[src/rtl/gkee_pkg.sv]
// Package for the gamepad key event encoder.
// Holds the item structs, zone and key codes, register indexes and the button key table.
// No dependencies; every other file in rtl imports it.
package gkee_pkg;

   localparam int MAPPED_BUTTONS = 6;
   localparam int CSR_INDEX_W = 2;
   localparam int CSR_DATA_W = 10;

   localparam logic [9:0] CENTER_RESET = 10'd512;
   localparam logic [8:0] DEADZONE_RESET = 9'd200;
   localparam logic [7:0] INTERVAL_RESET = 8'd20;

   typedef enum logic [CSR_INDEX_W-1:0] {
      CSR_PAD_PRESENT  = 2'd0,
      CSR_STICK_CENTER = 2'd1,
      CSR_DEADZONE     = 2'd2,
      CSR_INTERVAL     = 2'd3
   } csr_index_type;

   typedef enum logic [1:0] {
      ZONE_NEUTRAL = 2'd0,
      ZONE_PLUS    = 2'd1,
      ZONE_MINUS   = 2'd2
   } zone_type;

   localparam logic [3:0] KEY_USE = 4'd0;
   localparam logic [3:0] KEY_SHOOT = 4'd1;
   localparam logic [3:0] KEY_SIDESTEP_R = 4'd2;
   localparam logic [3:0] KEY_SIDESTEP_L = 4'd3;
   localparam logic [3:0] KEY_CONFIRM = 4'd4;
   localparam logic [3:0] KEY_TAB = 4'd5;
   localparam logic [3:0] KEY_RIGHT = 4'd6;
   localparam logic [3:0] KEY_LEFT = 4'd7;
   localparam logic [3:0] KEY_UP = 4'd8;
   localparam logic [3:0] KEY_DOWN = 4'd9;

   typedef struct packed {
      logic [5:0]  button_levels;
      logic [9:0]  stick_x;
      logic [9:0]  stick_y;
      logic [31:0] now_ms;
   } req_type;

   typedef struct packed {
      logic       event_valid;
      logic       key_pressed;
      logic [3:0] key_id;
   } rsp_type;

   typedef struct packed {
      logic       found;
      logic [3:0] key_id;
   } pick_type;

   typedef struct packed {
      logic below;
      logic above;
   } axis_cmp_type;

   // Button order: select, b, y, a, x, start.
   function automatic logic [3:0] button_key(input logic [2:0] idx);
      logic [3:0] key;
      unique case (idx)
         3'd0:    key = KEY_TAB;
         3'd1:    key = KEY_SHOOT;
         3'd2:    key = KEY_SIDESTEP_L;
         3'd3:    key = KEY_USE;
         3'd4:    key = KEY_SIDESTEP_R;
         3'd5:    key = KEY_CONFIRM;
         default: key = KEY_USE;
      endcase
      return key;
   endfunction

endpackage

[src/rtl/gamepad_key_event_encoder_unit.sv]
// Top level of the gamepad key event encoder.
// Depends on gkee_pkg, gkee_button_pick and gkee_axis_compare.

// One poll goes in per item and exactly one result item comes out, carrying at most one key
// event. A poll is taken into an input register and evaluated there by one pass of
// combinational logic (button priority pick, two axis compares, elapsed-time compare)
// that updates the button, zone and time state and loads the result register. A new
// poll can be accepted every cycle while rsp_stall does not hold the result register;
// the rate is set by that single evaluation stage and by the result register, which
// lets the next poll enter while a result waits. req_stall rises only when the input
// register is full and the result register is held by rsp_stall. Configuration writes
// are always ready and must be made while idle.
module gamepad_key_event_encoder_unit #(
   parameter int BUTTON_COUNT = 6
) (
   input  logic                              clock,
   input  logic                              reset,
   input  logic                              req_valid,
   output logic                              req_stall,
   input  gkee_pkg::req_type                 req_data,
   output logic                              rsp_valid,
   input  logic                              rsp_stall,
   output gkee_pkg::rsp_type                 rsp_data,
   input  logic                              csr_valid,
   output logic                              csr_ready,
   input  logic [gkee_pkg::CSR_INDEX_W-1:0]  csr_index,
   input  logic [gkee_pkg::CSR_DATA_W-1:0]   csr_data
);
   import gkee_pkg::*;

   localparam int EXT_W = (BUTTON_COUNT > MAPPED_BUTTONS) ? BUTTON_COUNT : MAPPED_BUTTONS;

   // Configuration registers.
   logic        pad_present_ff;
   logic [9:0]  center_ff;
   logic [8:0]  deadzone_ff;
   logic [7:0]  interval_ff;

   // Pipeline registers.
   logic    in_valid_ff;
   req_type in_data_ff;
   logic    rsp_valid_ff;
   logic    rsp_valid_in;
   rsp_type rsp_data_ff;

   // Poll state.
   logic [BUTTON_COUNT-1:0] known_ff;
   logic [BUTTON_COUNT-1:0] known_in;
   zone_type                x_zone_ff;
   zone_type                x_zone_in;
   zone_type                y_zone_ff;
   zone_type                y_zone_in;
   logic [31:0]             last_time_ff;
   logic [31:0]             last_time_in;

   logic                    out_free;
   logic                    advance;
   logic                    req_accept;
   logic [5:0]              pressed_raw;
   logic [EXT_W-1:0]        pressed_ext;
   logic [BUTTON_COUNT-1:0] pressed_now;
   logic [BUTTON_COUNT-1:0] changed;
   logic [BUTTON_COUNT-1:0] sel_onehot;
   pick_type                pick;
   axis_cmp_type            x_cmp;
   axis_cmp_type            y_cmp;
   zone_type                x_new;
   zone_type                y_new;
   logic [31:0]             elapsed;
   logic                    stick_due;
   rsp_type                 result;

   assign out_free = !rsp_valid_ff || !rsp_stall;
   assign advance = in_valid_ff && out_free;
   assign req_stall = in_valid_ff && !out_free;
   assign req_accept = req_valid && !req_stall;
   assign csr_ready = 1'b1;
   assign rsp_valid = rsp_valid_ff;
   assign rsp_data = rsp_data_ff;

   // Buttons above the six wired ones always read as released.
   assign pressed_raw = ~in_data_ff.button_levels;
   assign pressed_ext = EXT_W'(pressed_raw);
   assign pressed_now = pressed_ext[BUTTON_COUNT-1:0];
   assign changed = pressed_now ^ known_ff;

   gkee_button_pick #(
      .BUTTON_COUNT(BUTTON_COUNT)
   ) u_pick (
      .changed   (changed),
      .pick      (pick),
      .sel_onehot(sel_onehot)
   );

   gkee_axis_compare u_x_cmp (
      .sample  (in_data_ff.stick_x),
      .center  (center_ff),
      .deadzone(deadzone_ff),
      .cmp     (x_cmp)
   );

   gkee_axis_compare u_y_cmp (
      .sample  (in_data_ff.stick_y),
      .center  (center_ff),
      .deadzone(deadzone_ff),
      .cmp     (y_cmp)
   );

   assign elapsed = in_data_ff.now_ms - last_time_ff;
   assign stick_due = elapsed > {24'd0, interval_ff};

   // The y axis points up when the sample is low.
   assign x_new = x_cmp.below ? ZONE_MINUS : (x_cmp.above ? ZONE_PLUS : ZONE_NEUTRAL);
   assign y_new = y_cmp.below ? ZONE_PLUS : (y_cmp.above ? ZONE_MINUS : ZONE_NEUTRAL);

   always_comb begin
      known_in = known_ff;
      x_zone_in = x_zone_ff;
      y_zone_in = y_zone_ff;
      last_time_in = last_time_ff;
      result = '0;
      if (pad_present_ff) begin
         if (pick.found) begin
            known_in = known_ff ^ sel_onehot;
            result.event_valid = 1'b1;
            result.key_pressed = |(pressed_now & sel_onehot);
            result.key_id = pick.key_id;
         end else begin
            // Changes only on unmapped buttons are absorbed without an event.
            if (changed != '0) begin
               known_in = pressed_now;
            end
            if (stick_due) begin
               last_time_in = in_data_ff.now_ms;
               // A direction change releases first and presses on a later poll.
               // The x keys are swapped: minus gives right, plus gives left.
               priority if (x_new != x_zone_ff && x_zone_ff != ZONE_NEUTRAL) begin
                  result.event_valid = 1'b1;
                  result.key_id = (x_zone_ff == ZONE_MINUS) ? KEY_RIGHT : KEY_LEFT;
                  x_zone_in = ZONE_NEUTRAL;
               end else if (x_new != x_zone_ff && x_new != ZONE_NEUTRAL) begin
                  result.event_valid = 1'b1;
                  result.key_pressed = 1'b1;
                  result.key_id = (x_new == ZONE_MINUS) ? KEY_RIGHT : KEY_LEFT;
                  x_zone_in = x_new;
               end else if (y_new != y_zone_ff && y_zone_ff != ZONE_NEUTRAL) begin
                  result.event_valid = 1'b1;
                  result.key_id = (y_zone_ff == ZONE_PLUS) ? KEY_UP : KEY_DOWN;
                  y_zone_in = ZONE_NEUTRAL;
               end else if (y_new != y_zone_ff && y_new != ZONE_NEUTRAL) begin
                  result.event_valid = 1'b1;
                  result.key_pressed = 1'b1;
                  result.key_id = (y_new == ZONE_PLUS) ? KEY_UP : KEY_DOWN;
                  y_zone_in = y_new;
               end else begin
                  result = '0;
               end
            end
         end
      end
   end

   always_comb begin
      if (out_free) begin
         rsp_valid_in = advance;
      end else begin
         rsp_valid_in = rsp_valid_ff;
      end
   end

   always_ff @(posedge clock) begin
      if (reset) begin
         pad_present_ff <= 1'b0;
         center_ff <= CENTER_RESET;
         deadzone_ff <= DEADZONE_RESET;
         interval_ff <= INTERVAL_RESET;
      end else if (csr_valid && csr_ready) begin
         unique case (csr_index)
            CSR_PAD_PRESENT:  pad_present_ff <= csr_data[0];
            CSR_STICK_CENTER: center_ff <= csr_data[9:0];
            CSR_DEADZONE:     deadzone_ff <= csr_data[8:0];
            CSR_INTERVAL:     interval_ff <= csr_data[7:0];
            default: ;
         endcase
      end
   end

   always_ff @(posedge clock) begin
      if (reset) begin
         in_valid_ff <= 1'b0;
         rsp_valid_ff <= 1'b0;
         known_ff <= '0;
         x_zone_ff <= ZONE_NEUTRAL;
         y_zone_ff <= ZONE_NEUTRAL;
         last_time_ff <= '0;
      end else begin
         rsp_valid_ff <= rsp_valid_in;
         if (req_accept) begin
            in_valid_ff <= 1'b1;
         end else if (advance) begin
            in_valid_ff <= 1'b0;
         end
         if (advance) begin
            known_ff <= known_in;
            x_zone_ff <= x_zone_in;
            y_zone_ff <= y_zone_in;
            last_time_ff <= last_time_in;
         end
      end
   end

   always_ff @(posedge clock) begin
      if (req_accept) begin
         in_data_ff <= req_data;
      end
      if (advance) begin
         rsp_data_ff <= result;
      end
   end

   // With the pad absent a poll must come out without an event.
   a_no_event_without_pad: assert property (@(posedge clock) disable iff (reset)
      advance && !pad_present_ff |=> rsp_valid && !rsp_data.event_valid)
      else $error("event produced while pad absent");

   // Every shown event carries a defined key code.
   a_key_in_range: assert property (@(posedge clock) disable iff (reset)
      rsp_valid && rsp_data.event_valid |-> rsp_data.key_id <= KEY_DOWN)
      else $error("key code out of range");

   // The input side only stalls while a full input register cannot move on.
   a_stall_only_when_blocked: assert property (@(posedge clock) disable iff (reset)
      req_stall |-> in_valid_ff && rsp_valid_ff && rsp_stall)
      else $error("input stalled without a blocked result");

   // An item in the input register that can move on reaches the result register.
   a_item_moves: assert property (@(posedge clock) disable iff (reset)
      in_valid_ff && !rsp_stall |=> rsp_valid)
      else $error("item lost between input and result registers");

endmodule

[src/rtl/gkee_button_pick.sv]
// Priority pick of the lowest-numbered changed button among the mapped ones and its key code.
// Depends on gkee_pkg.
module gkee_button_pick #(
   parameter int BUTTON_COUNT = 6
) (
   input  logic [BUTTON_COUNT-1:0] changed,
   output gkee_pkg::pick_type      pick,
   output logic [BUTTON_COUNT-1:0] sel_onehot
);
   import gkee_pkg::*;

   localparam int MAPPED = (BUTTON_COUNT < MAPPED_BUTTONS) ? BUTTON_COUNT : MAPPED_BUTTONS;

   // Walk from the top down so the lowest changed button wins.
   always_comb begin
      pick = '0;
      sel_onehot = '0;
      for (int i = MAPPED - 1; i >= 0; i--) begin
         if (changed[i]) begin
            pick.found = 1'b1;
            pick.key_id = button_key(3'(i));
            sel_onehot = '0;
            sel_onehot[i] = 1'b1;
         end
      end
   end

endmodule

[src/rtl/gkee_axis_compare.sv]
// Compares one joystick sample against the center plus and minus the deadzone.
// Depends on gkee_pkg.
module gkee_axis_compare (
   input  logic [9:0]             sample,
   input  logic [9:0]             center,
   input  logic [8:0]             deadzone,
   output gkee_pkg::axis_cmp_type cmp
);
   import gkee_pkg::*;

   logic [10:0] sample_plus_dz;
   logic [10:0] center_plus_dz;

   // sample < center - deadzone is tested as sample + deadzone < center, which
   // also covers a low bound that would fall below zero.
   assign sample_plus_dz = {1'b0, sample} + {2'b00, deadzone};
   assign center_plus_dz = {1'b0, center} + {2'b00, deadzone};

   assign cmp.below = sample_plus_dz < {1'b0, center};
   assign cmp.above = {1'b0, sample} > center_plus_dz;

endmodule

[config.mk]
export PLATFORM = sky130hd
export DESIGN_NAME = gamepad_key_event_encoder_unit
export DESIGN_NICKNAME = d
export VERILOG_FILES = /design/src/rtl/gkee_pkg.sv /design/src/rtl/gamepad_key_event_encoder_unit.sv /design/src/rtl/gkee_button_pick.sv /design/src/rtl/gkee_axis_compare.sv
export SDC_FILE = /design/constraint.sdc
export NUM_CORES = 1
export LEC_CHECK = 0
export BUFFER_PORTS_ARGS = -buffer_cell sky130_fd_sc_hd__clkbuf_2
export CORE_MARGIN = 8
export CORE_UTILIZATION = 61
export CTS_BUF_LIST = sky130_fd_sc_hd__clkbuf_16
export CTS_CLUSTER_SIZE = 12
export DETAILED_ROUTE_END_ITERATION = 8
export PLACE_DENSITY = 0.82
export SLEW_MARGIN = 40
export SYNTH_ARGS = -nofsm -noshare
export SYNTH_HDL_FRONTEND = slang
export SYNTH_SLANG_ARGS = --single-unit
[constraint.sdc]
create_clock -name clock -period 6.6 [get_ports clock]
set_clock_uncertainty 0.15 [all_clocks]
set_input_delay 0.33 -clock clock [delete_from_list [all_inputs] [get_ports clock]]
set_output_delay 0.33 -clock clock [all_outputs]
set_load 0.02 [all_outputs]
==> results of run 1 <==
registers in the layout, indices dropped and copies added (netlist names), named ones only:
register	cells
rsp_valid	1
in_data_ff	58
rsp_data	6
in_valid_ff	1
center_ff	10
interval_ff	8
known_ff	5
deadzone_ff	9
pad_present_ff	1
y_zone_ff	2
last_time_ff	32
x_zone_ff	2
cell type report:
class,count,share of cell area
well taps,184,0.0212
multi-input cells,770,0.485
clock buffers,17,0.0391
repair buffers,154,0.103
flip-flops and latches,136,0.309
inverters,77,0.0266
clock inverters,15,0.0162
timing repair:
action	4_1_cts	5_1_grt
hold buffers	63	0
hold endpoints to repair	65	0
resized for setup	0	0
path summary, 6_finish.rpt:
| check | cells after the start | slack (ns) | endpoint |
|---|---|---|---|
| min reg2reg | 2 | 0.30 | interval_ff[6] |
| max reg2reg | 19 | 1.31 | last_time_ff[5] |
| min | 3 | 0.003 | rsp_valid |
| max | 19 | 1.31 | last_time_ff[5] |
logic make-up after synthesis:
logic type | after synthesis | synth area share
XOR/XNOR | 48 | 0.0464
buffers and inverters | 112 | 0.0488
multiplexers | 16 | 0.0181
other | 1 | 0.000414
flip-flops | 136 | 0.371
AND/OR/NAND/NOR | 285 | 0.152
AO/OA/AOI/OAI | 311 | 0.210
adder cells (fa/ha/maj) | 109 | 0.153
metal layers:
layer  vias up  wire [um]  share of wire
met2       255      10200           0.46
met3        53       1350          0.061
met5         -          0              0
met4         0        584          0.026
met1      3775       9980           0.45
li1       4004          -              -
metrics by stage:
step / util / setup slack [ns] / hold WS, ns
after detailed placement: 0.662 / 1.35 / 0.298
after global routing: 0.748 / 0.848 / 0.00702
final: 0.748 / 1.31 / 0.00325
after floorplan: - / 1.95 / 0.279
after CTS: 0.747 / 1.34 / 0.00492
after global placement: 0.662 / 1.52 / 0.297
placed cells by master, fill, tap and decap left out, types with 10 or more instances in the layout:
cell type      instances
a21oi_1              122
ha_1                 101
clkbuf_2              82
nand2_1               81
inv_1                 78
o21ai_0               73
dfxtp_1               72
edfxtp_1              64
dlygate4sd3_1         63
nor2_1                57
nand3_1               52
xnor2_1               32
nor3_1                23
a21o_1                20
clkbuf_16             17
xor2_1                16
o21bai_1              14
nor2b_1               13
nand4_1               13
mux2i_1               13
and3_1                10
worst min-delay path: stages:
cell and delay (ns):
clkbuf_2 0.09, a21oi_1 0.06, nor2_1 0.07
power breakdown:
group          internal (uW)  leakage (uW)  switching (uW)
Combinational            199       0.00290             239
Sequential               917       0.00121            23.3
Clock                    594      0.000287             386
==> flow_summary.toml, run 1 <==
[status]
status = "completed"

[hold_path]
min-delay-start = "rsp_stall"
hold_class = "primary input to register"

[synth]
yosysMostFrequentCell = "a21oi_1"
ys_ff_latch = 136
synth.area.top_cells = "edfxtp_1 (21%), dfxtp_1 (16%), ha_1 (14%), a21oi_1 (6.7%), o21ai_0 (4.0%)"
synthTopCellsByCount = "a21oi_1 (122), ha_1 (101), nand2_1 (81)"
synth_area_sq_um = 9050
synth_edf_count = 64
synth_warnings = 0
ys_seq_area_frac = 0.371
synthFlopType = "dfxtp_1"
syn_avg_cell_area_sq_um = 8.89
yosysTopAreaCell = "edfxtp_1"
netlist_instances = 1018
synthesis.nets = 1198
synth.distinct_cells = 65
ys_async_sr_fraction = 0
yosysTopAreaCellShare = 0.212

[worst_setup_path]
critPathTopFamily = "simple AND/OR/NAND/NOR gates"
worst-path-buf-inv = 3
cpPeakStageDelay_ns = 0.63
crit_required_ns = 6.80
crit_type = "register to register"
crit_path_end_kind = "register"
start_kind = "register"
arrival_ns = 5.49
crit_chain = "inv_1, ha_1, inv_1, fa_1, a21o_1, a221o_1, xor2_1, ha_1, nand4_1, a21oi_1, o22ai_1, o21ai_0, or4_1, nor4_1, nand4_1, nor4b_4, buf_4, o21ai_0, a21oi_1"
cpMaxStageDelayCell = "nor4b_4"
rr_startpoint = "in_data_ff[0]"
critPathLaunch = "in_data_ff[0]"
critPathMaxFanout = 23

[sta]
worst_pin_slew_ns = 0.797
setup_viol = 0
slew_headroom = 0.469
hold_viol = 0
rsz0062_at_grt = "no"
fmax_mhz = 189
period_share = 0.801
drv_slew = 0
finalSetupTns_ns = 0
period_minus_slack_ns = 5.29

[routing]
wl_per_cell_um = 16.3
dr.pass1.iters = 5
drtIter0Drc = 660
postRouteAntennaNets = 0
vias = 8087
avgViaCountPerCell = 5.98
wl_um = 22100
drc = 0

[clock_tree]
cts-root-buf = "clkbuf_16"
clkSinkCount = 136
insertion_delay_ns = 0.44
clk_pin_slew_worst_paths_ns = 0.06
post_cts_buffers = 0
cts_made_buffers = 17
clockBufferDepth = 2
htreeDepth = 4
cts_tree = "done"

[layout]
final_layout_size_suffix_gt1_frac = 0.114
fillers = 1061
multiInputGateArea_sq_um = 5270
finalInstanceArea_sq_um = 10900
final_cell_count_no_fill = 1353
seq_area_sq_um = 3360
nets = 1336
area.growth.synth_to_final_pct = 20.0
antenna_cells = 0

[power]
leakage_uw = 0.00439
power_density_nw_per_um2 = 217
finalPower_uw = 2360
vdd_ir_drop_max_v = 0.000214

[global_route]
use_met1 = 0.312
grt_util_met3 = 0.0547
grt_pass1_wl_um = 36400
top_usage_layer = "met2"
use_met2 = 0.379
grt_pass1_vias = 7817
antenna_found_initial = 0
gr-total-overflow = 0
grt_start_max_net_pins = 75
grt_usage = 0.241

[run]
timing.max_cap.violations = 0

[floorplanning]
die_x_um = 138
start_util = 0.623
die_h_um = 138
die-area_sq_um = 19000
ios = 84
rows = 44
core_sq_um = 14500

[placement]
dpl.cell_count = 1257
place_area_sq_um = 9620
post-dp-hpwl_um = 15500
io_buffers = 82
gp_congestion = 0.908
(Power assumes the default switching activity.)
==> inputs of run 2 (changes only) <==
--- a/config.mk
+++ b/config.mk
@@ -5,9 +5,10 @@
 export SDC_FILE = /design/constraint.sdc
 export NUM_CORES = 1
 export LEC_CHECK = 0
+export ABC_AREA = 1
 export BUFFER_PORTS_ARGS = -buffer_cell sky130_fd_sc_hd__clkbuf_2
 export CORE_MARGIN = 8
-export CORE_UTILIZATION = 61
+export CORE_UTILIZATION = 62
 export CTS_BUF_LIST = sky130_fd_sc_hd__clkbuf_16
 export CTS_CLUSTER_SIZE = 12
 export DETAILED_ROUTE_END_ITERATION = 8
==> constraint.sdc (replaced) <==
create_clock -name clock -period 4.9 [get_ports clock]
set_clock_uncertainty 0.15 [all_clocks]
set_input_delay 0.245 -clock clock [delete_from_list [all_inputs] [get_ports clock]]
set_output_delay 0.245 -clock clock [all_outputs]
set_load 0.02 [all_outputs]
==> run 2 against run 1 <==
Effect of this change: sequential share of layout area shrank 3.9 points; die area grew 13%; worst setup slack lost 0.47 ns; sequential power rose by 35%; non-clock buffer count is the same; largest power group unchanged; clock power grew 36%.
==> flow_summary.toml, run 2 <==
[worst_setup_path]
crit_required_ns = 4.93
critPathMaxFanout = 65
arrival_ns = 4.09
crit_path_end_kind = "register"
start_kind = "register"
crit_type = "register to register"

[power]
finalPower_uw = 3370
leakage_uw = 0.00638
vdd_ir_drop_max_v = 0.000339
power_density_nw_per_um2 = 271

[layout]
layout_common_cells = "nand2_1 (461), inv_1 (301), nor2_1 (148)"
area.growth.synth_to_final_pct = 17.7
final_layout_size_suffix_gt1_frac = 0.0928
nets = 1891
largest_register_ffs = 58
final_cell_count_no_fill = 1944
antenna_cells = 0
final_common_cell = "nand2_1"
max_flop_register = "in_data_ff"
finalInstanceArea_sq_um = 12400
reg_top3 = "in_data_ff: 58 flops, last_time_ff: 32 flops, center_ff: 10 flops"

[clock_tree]
htreeDepth = 4
cts_tree = "done"
post_cts_buffers = 0
cts-root-buf = "clkbuf_16"
cts_made_buffers = 17
clkSinkCount = 136
insertion_delay_ns = 0.43
clockBufferDepth = 2
ctsHoldBuffers = 68
clk_pin_slew_worst_paths_ns = 0.06
cts_resized = 0

[global_route]
grt_start_max_net_pins = 66
antenna_found_initial = 0
grt_usage = 0.250
gr-total-overflow = 0
grt_pass1_wl_um = 44500
grt_pass1_vias = 9712

[floorplanning]
core_sq_um = 16600
start_util = 0.635
ios = 84
die_x_um = 147
die-area_sq_um = 21500
die_h_um = 147
rows = 47

[synth]
ys_async_sr_fraction = 0
ys_ff_latch = 136
synthTopCellsByCount = "nand2_1 (461), inv_1 (300), nor2_1 (148)"
synth_area_sq_um = 10600
synth_warnings = 0
synthFlopType = "dfxtp_1"
yosysTopAreaCell = "edfxtp_1"
synth.distinct_cells = 39
synth.area.top_cells = "edfxtp_1 (18%), nand2_1 (16%), dfxtp_1 (14%), ha_1 (12%), inv_1 (11%)"
syn_avg_cell_area_sq_um = 6.76
ys_seq_area_frac = 0.318
yosysTopAreaCellShare = 0.182
synth_edf_count = 64
netlist_instances = 1562
synthesis.nets = 1742
yosysMostFrequentCell = "nand2_1"

[routing]
drc = 0
wl_um = 26800
drtIter0Drc = 811
dr.pass1.iters = 7
wl_per_cell_um = 13.8
postRouteAntennaNets = 0
avgViaCountPerCell = 5.26
vias = 10200

[placement]
dpl.cell_count = 1844
place_area_sq_um = 11100
post-dp-hpwl_um = 20300
gp_congestion = 0.960
io_buffers = 82

[sta]
rsz0062_at_grt = "no"
worst_pin_slew_ns = 0.809
period_minus_slack_ns = 4.06
holdWs_ns = 0.0161
hold_viol = 0
finalSetupTns_ns = 0
fmax_mhz = 246
setup_viol = 0
drv_slew = 0
period_share = 0.829
slew_headroom = 0.461

[hold_path]
hold_class = "primary input to register"

[run]
timing.max_cap.violations = 0

[status]
status = "completed"
## run 2: final cells by class
cell class	count	area (sq um)
multi-input combinational	1095	5920
sequential	136	3360
fill	1331	4200
clock buffer	18	450
tap	220	275
inverter	307	1150
timing repair buffer	154	1120
clock inverter	14	158
## run 2: through the flow
stage / setup slack [ns] / utilization
2_1_floorplan: 1.61 / -
6_report: 0.839 / 0.747
3_5_place_dp: 0.924 / 0.670
4_1_cts: 0.916 / 0.747
5_1_grt: 0.527 / 0.747
3_3_place_gp: 1.15 / 0.670
## run 2: cells by family (layout without fill, tap and decap cells)
family,Yosys count,in the layout,synth area share
DFF,136,136,0.318
other,1,1,0.000355
and+or+nand+nor,786,786,0.319
adders and majority gates,105,105,0.127
xor gates and xnor gates,36,36,0.0298
AOI/OAI and AO/OA,167,167,0.0832
buffers and inverters,331,493,0.123
## run 2: critical path: stages (launching register included)
cell and delay (ns):
edfxtp_1 0.37, inv_1 0.09, ha_1 0.15, inv_1 0.09, fa_1 0.47, nand2_1 0.12, nand3_2 0.10, xor2_1 0.17
ha_1 0.28, nand2_1 0.06, nor2_1 0.14, nand4_1 0.14, nand2_1 0.11, nand2_1 0.05, inv_1 0.04, nand3_1 0.06
nor3_1 0.19, nand4_1 0.12, nor2_1 0.13, nand3_2 0.07, buf_4 0.33, nand2_1 0.15, inv_1 0.05, nand2_1 0.05
nand2_1 0.05
## run 2: path summary, 6_finish.rpt
kind	cells after the start	endpoint	from	slack, ns
hold reg to reg	2	interval_ff[6]	interval_ff[6]	0.33
hold / removal	3	interval_ff[1]	csr_data[1]	0.02
setup / recovery	24	rsp_data[0]	in_data_ff[0]	0.84
setup reg to reg	24	rsp_data[0]	in_data_ff[0]	0.84
## run 2: where the power goes
| group | switching, uW | internal [uW] | total [uW] | leakage, uW |
|---|---|---|---|---|
| Sequential | 31.7 | 1240 | 1270 | 0.00121 |
| Combinational | 471 | 300 | 771 | 0.00486 |
| Clock | 504 | 825 | 1330 | 0.000305 |
## run 2: per-layer routing
layer	vias to the layer above	global-route usage	share of wire
li1	5228	-	-
met1	4590	0.306	0.43
met2	347	0.423	0.47
met3	66	0.0448	0.067
met4	0	0.109	0.030
met5	-	0	0
==> inputs of run 3 (changes only) <==
==> constraint.sdc (replaced) <==
create_clock -name clock -period 3.75 [get_ports clock]
set_clock_uncertainty 0.15 [all_clocks]
set_input_delay 0.1875 -clock clock [delete_from_list [all_inputs] [get_ports clock]]
set_output_delay 0.1875 -clock clock [all_outputs]
set_load 0.02 [all_outputs]
==> run 3 against run 2 <==
Effect of this change: sequential power increased by 31%; cell count increased by 2.0%; non-clock buffer count increased by 39.
==> flow_summary.toml, run 3 (synthesized netlist as in run 2, its figures left out) <==
[sta]
worst_pin_slew_ns = 0.717
drv_slew = 0
period_share = 0.976
period_minus_slack_ns = 3.66
slew_headroom = 0.522
hold_viol = 0
finalSetupTns_ns = 0
holdWs_ns = 0.306
setup_viol = 0
fmax_mhz = 273
rsz0062_at_grt = "yes"
final.setup.worst_slack_ns = 0.0910

[layout]
largest_register_ffs = 58
nets = 1930
final_layout_size_suffix_gt1_frac = 0.165
seq_area_sq_um = 3380
layout_common_cells = "nand2_1 (436), inv_1 (294), nor2_1 (138)"
multiInputGateArea_sq_um = 6400
area.growth.synth_to_final_pct = 25.7
fillers = 1124
final_cell_count_no_fill = 1983
max_flop_register = "in_data_ff"
reg_top3 = "in_data_ff: 58 flops, last_time_ff: 32 flops, center_ff: 10 flops"
final_common_cell = "nand2_1"

[hold_path]
whs_path_depth = 2
hold_class = "primary input to register"

[floorplanning]
die-area_sq_um = 21500
die_x_um = 147
core_sq_um = 16600
start_util = 0.635
ios = 84
rows = 47
die_h_um = 147

[routing]
avgViaCountPerCell = 5.33
wl_um = 30400
postRouteAntennaNets = 0
dr.pass1.iters = 6
drc = 0
vias = 10600
drtIter0Drc = 867
wl_per_cell_um = 15.3

[global_route]
grt_usage = 0.256
grt_pass1_wl_um = 45400
gr-total-overflow = 0
antenna_found_initial = 1
grt_start_max_net_pins = 65
grt_pass1_vias = 9935

[placement]
io_buffers = 82
dpl.cell_count = 1852
gp_congestion = 0.988
post-dp-hpwl_um = 20600
pre_cts_ws_ns = -0.0199

[worst_setup_path]
critPathMaxFanout = 4
r2r_slack_ns = 0.09
crit_required_ns = 3.93
rr_worst_depth = 26
start_kind = "register"
crit_path_end_kind = "register"
crit_type = "register to register"
arrival_ns = 3.84

[clock_tree]
cts_tree = "done"
clk_pin_slew_worst_paths_ns = 0.06
insertion_delay_ns = 0.44
cts_made_buffers = 17
clkSinkCount = 136
cts-root-buf = "clkbuf_16"
clockBufferDepth = 2
htreeDepth = 4

[status]
status = "completed"

[power]
power_density_nw_per_um2 = 331
leakage_uw = 0.00660
vdd_ir_drop_max_v = 0.000338

[run]
timing.max_cap.violations = 0
==> run 3: changes by cell type in the layout (fill, tap and decap cells not counted), sizes merged <==
cell,change
bufinv,-3
clkinvlp,+3
diode,+1
clkbuf,+2
buf,+29
dlygate4sd3,+7
==> run 3: layout make-up <==
class | count | share of cell area
multi-input cells | 1095 | 0.482
flip-flops and latches | 136 | 0.254
clock inverters | 14 | 0.00763
diodes | 1 | 0.000188
repair buffers | 193 | 0.116
inverters | 307 | 0.0870
well taps | 220 | 0.0207
clock buffers | 17 | 0.0320
==> run 3: worst max-delay path: stages, from the launching register on <==
cell     delay, ns
dfxtp_4       0.37
ha_4          0.17
fa_2          0.38
nand3_2       0.07
nand2_2       0.07
a21oi_2       0.15
xor2_1        0.23
buf_4         0.15
ha_1          0.25
nand2_2       0.10
inv_1         0.04
a21oi_1       0.13
nand2_1       0.11
nand2_2       0.07
nand2_2       0.06
nand2_1       0.05
nand2_1       0.06
nand2_2       0.07
nand3_4       0.10
nand4_1       0.10
nand2_1       0.09
nand2_2       0.13
nand3_1       0.09
nor2_2        0.19
nand2_1       0.07
nand2_1       0.06
nor2_1        0.04
==> run 3: timing repair <==
| item | 4_1_cts | 5_1_grt |
|---|---|---|
| setup buffers | 1 | 19 |
| hold buffers | 75 | 0 |
| hold endpoints to repair | 90 | 0 |
| endpoints found under the setup margin | 24 | 42 |
| resized for setup | 5 | 130 |
| pin swaps | 0 | 41 |
| cloned | 0 | 5 |
==> run 3: stage by stage <==
stage	util	power, uW	area (sq um)
6_report	0.798	4400	13300
5_1_grt	0.798	4590	13300
2_1_floorplan	-	2370	10600
3_5_place_dp	0.674	2630	11200
4_1_cts	0.752	4230	12500
3_3_place_gp	0.674	2590	11200
==> run 3: metal layers <==
layer | global-route usage | routed length (um) | vias up
met5 | 0 | 0 | -
met4 | 0.0999 | 1000 | 0
met3 | 0.0528 | 1740 | 87
met2 | 0.444 | 15000 | 368
met1 | 0.305 | 12700 | 4800
li1 | - | - | 5321
==> run 3: power by group <==
| group | internal (uW) | switching, uW |
|---|---|---|
| clock | 843 | 709 |
| sequential | 1620 | 45.5 |
| combinational | 466 | 714 |
| total | 2930 | 1470 |
==> run 3: worst paths after layout <==
check | from | endpoint
max reg2reg | deadzone_ff[0] | x_zone_ff[0]
max | deadzone_ff[0] | x_zone_ff[0]
min | req_data[8] | in_data_ff[8]
min reg2reg | interval_ff[3] | interval_ff[3]
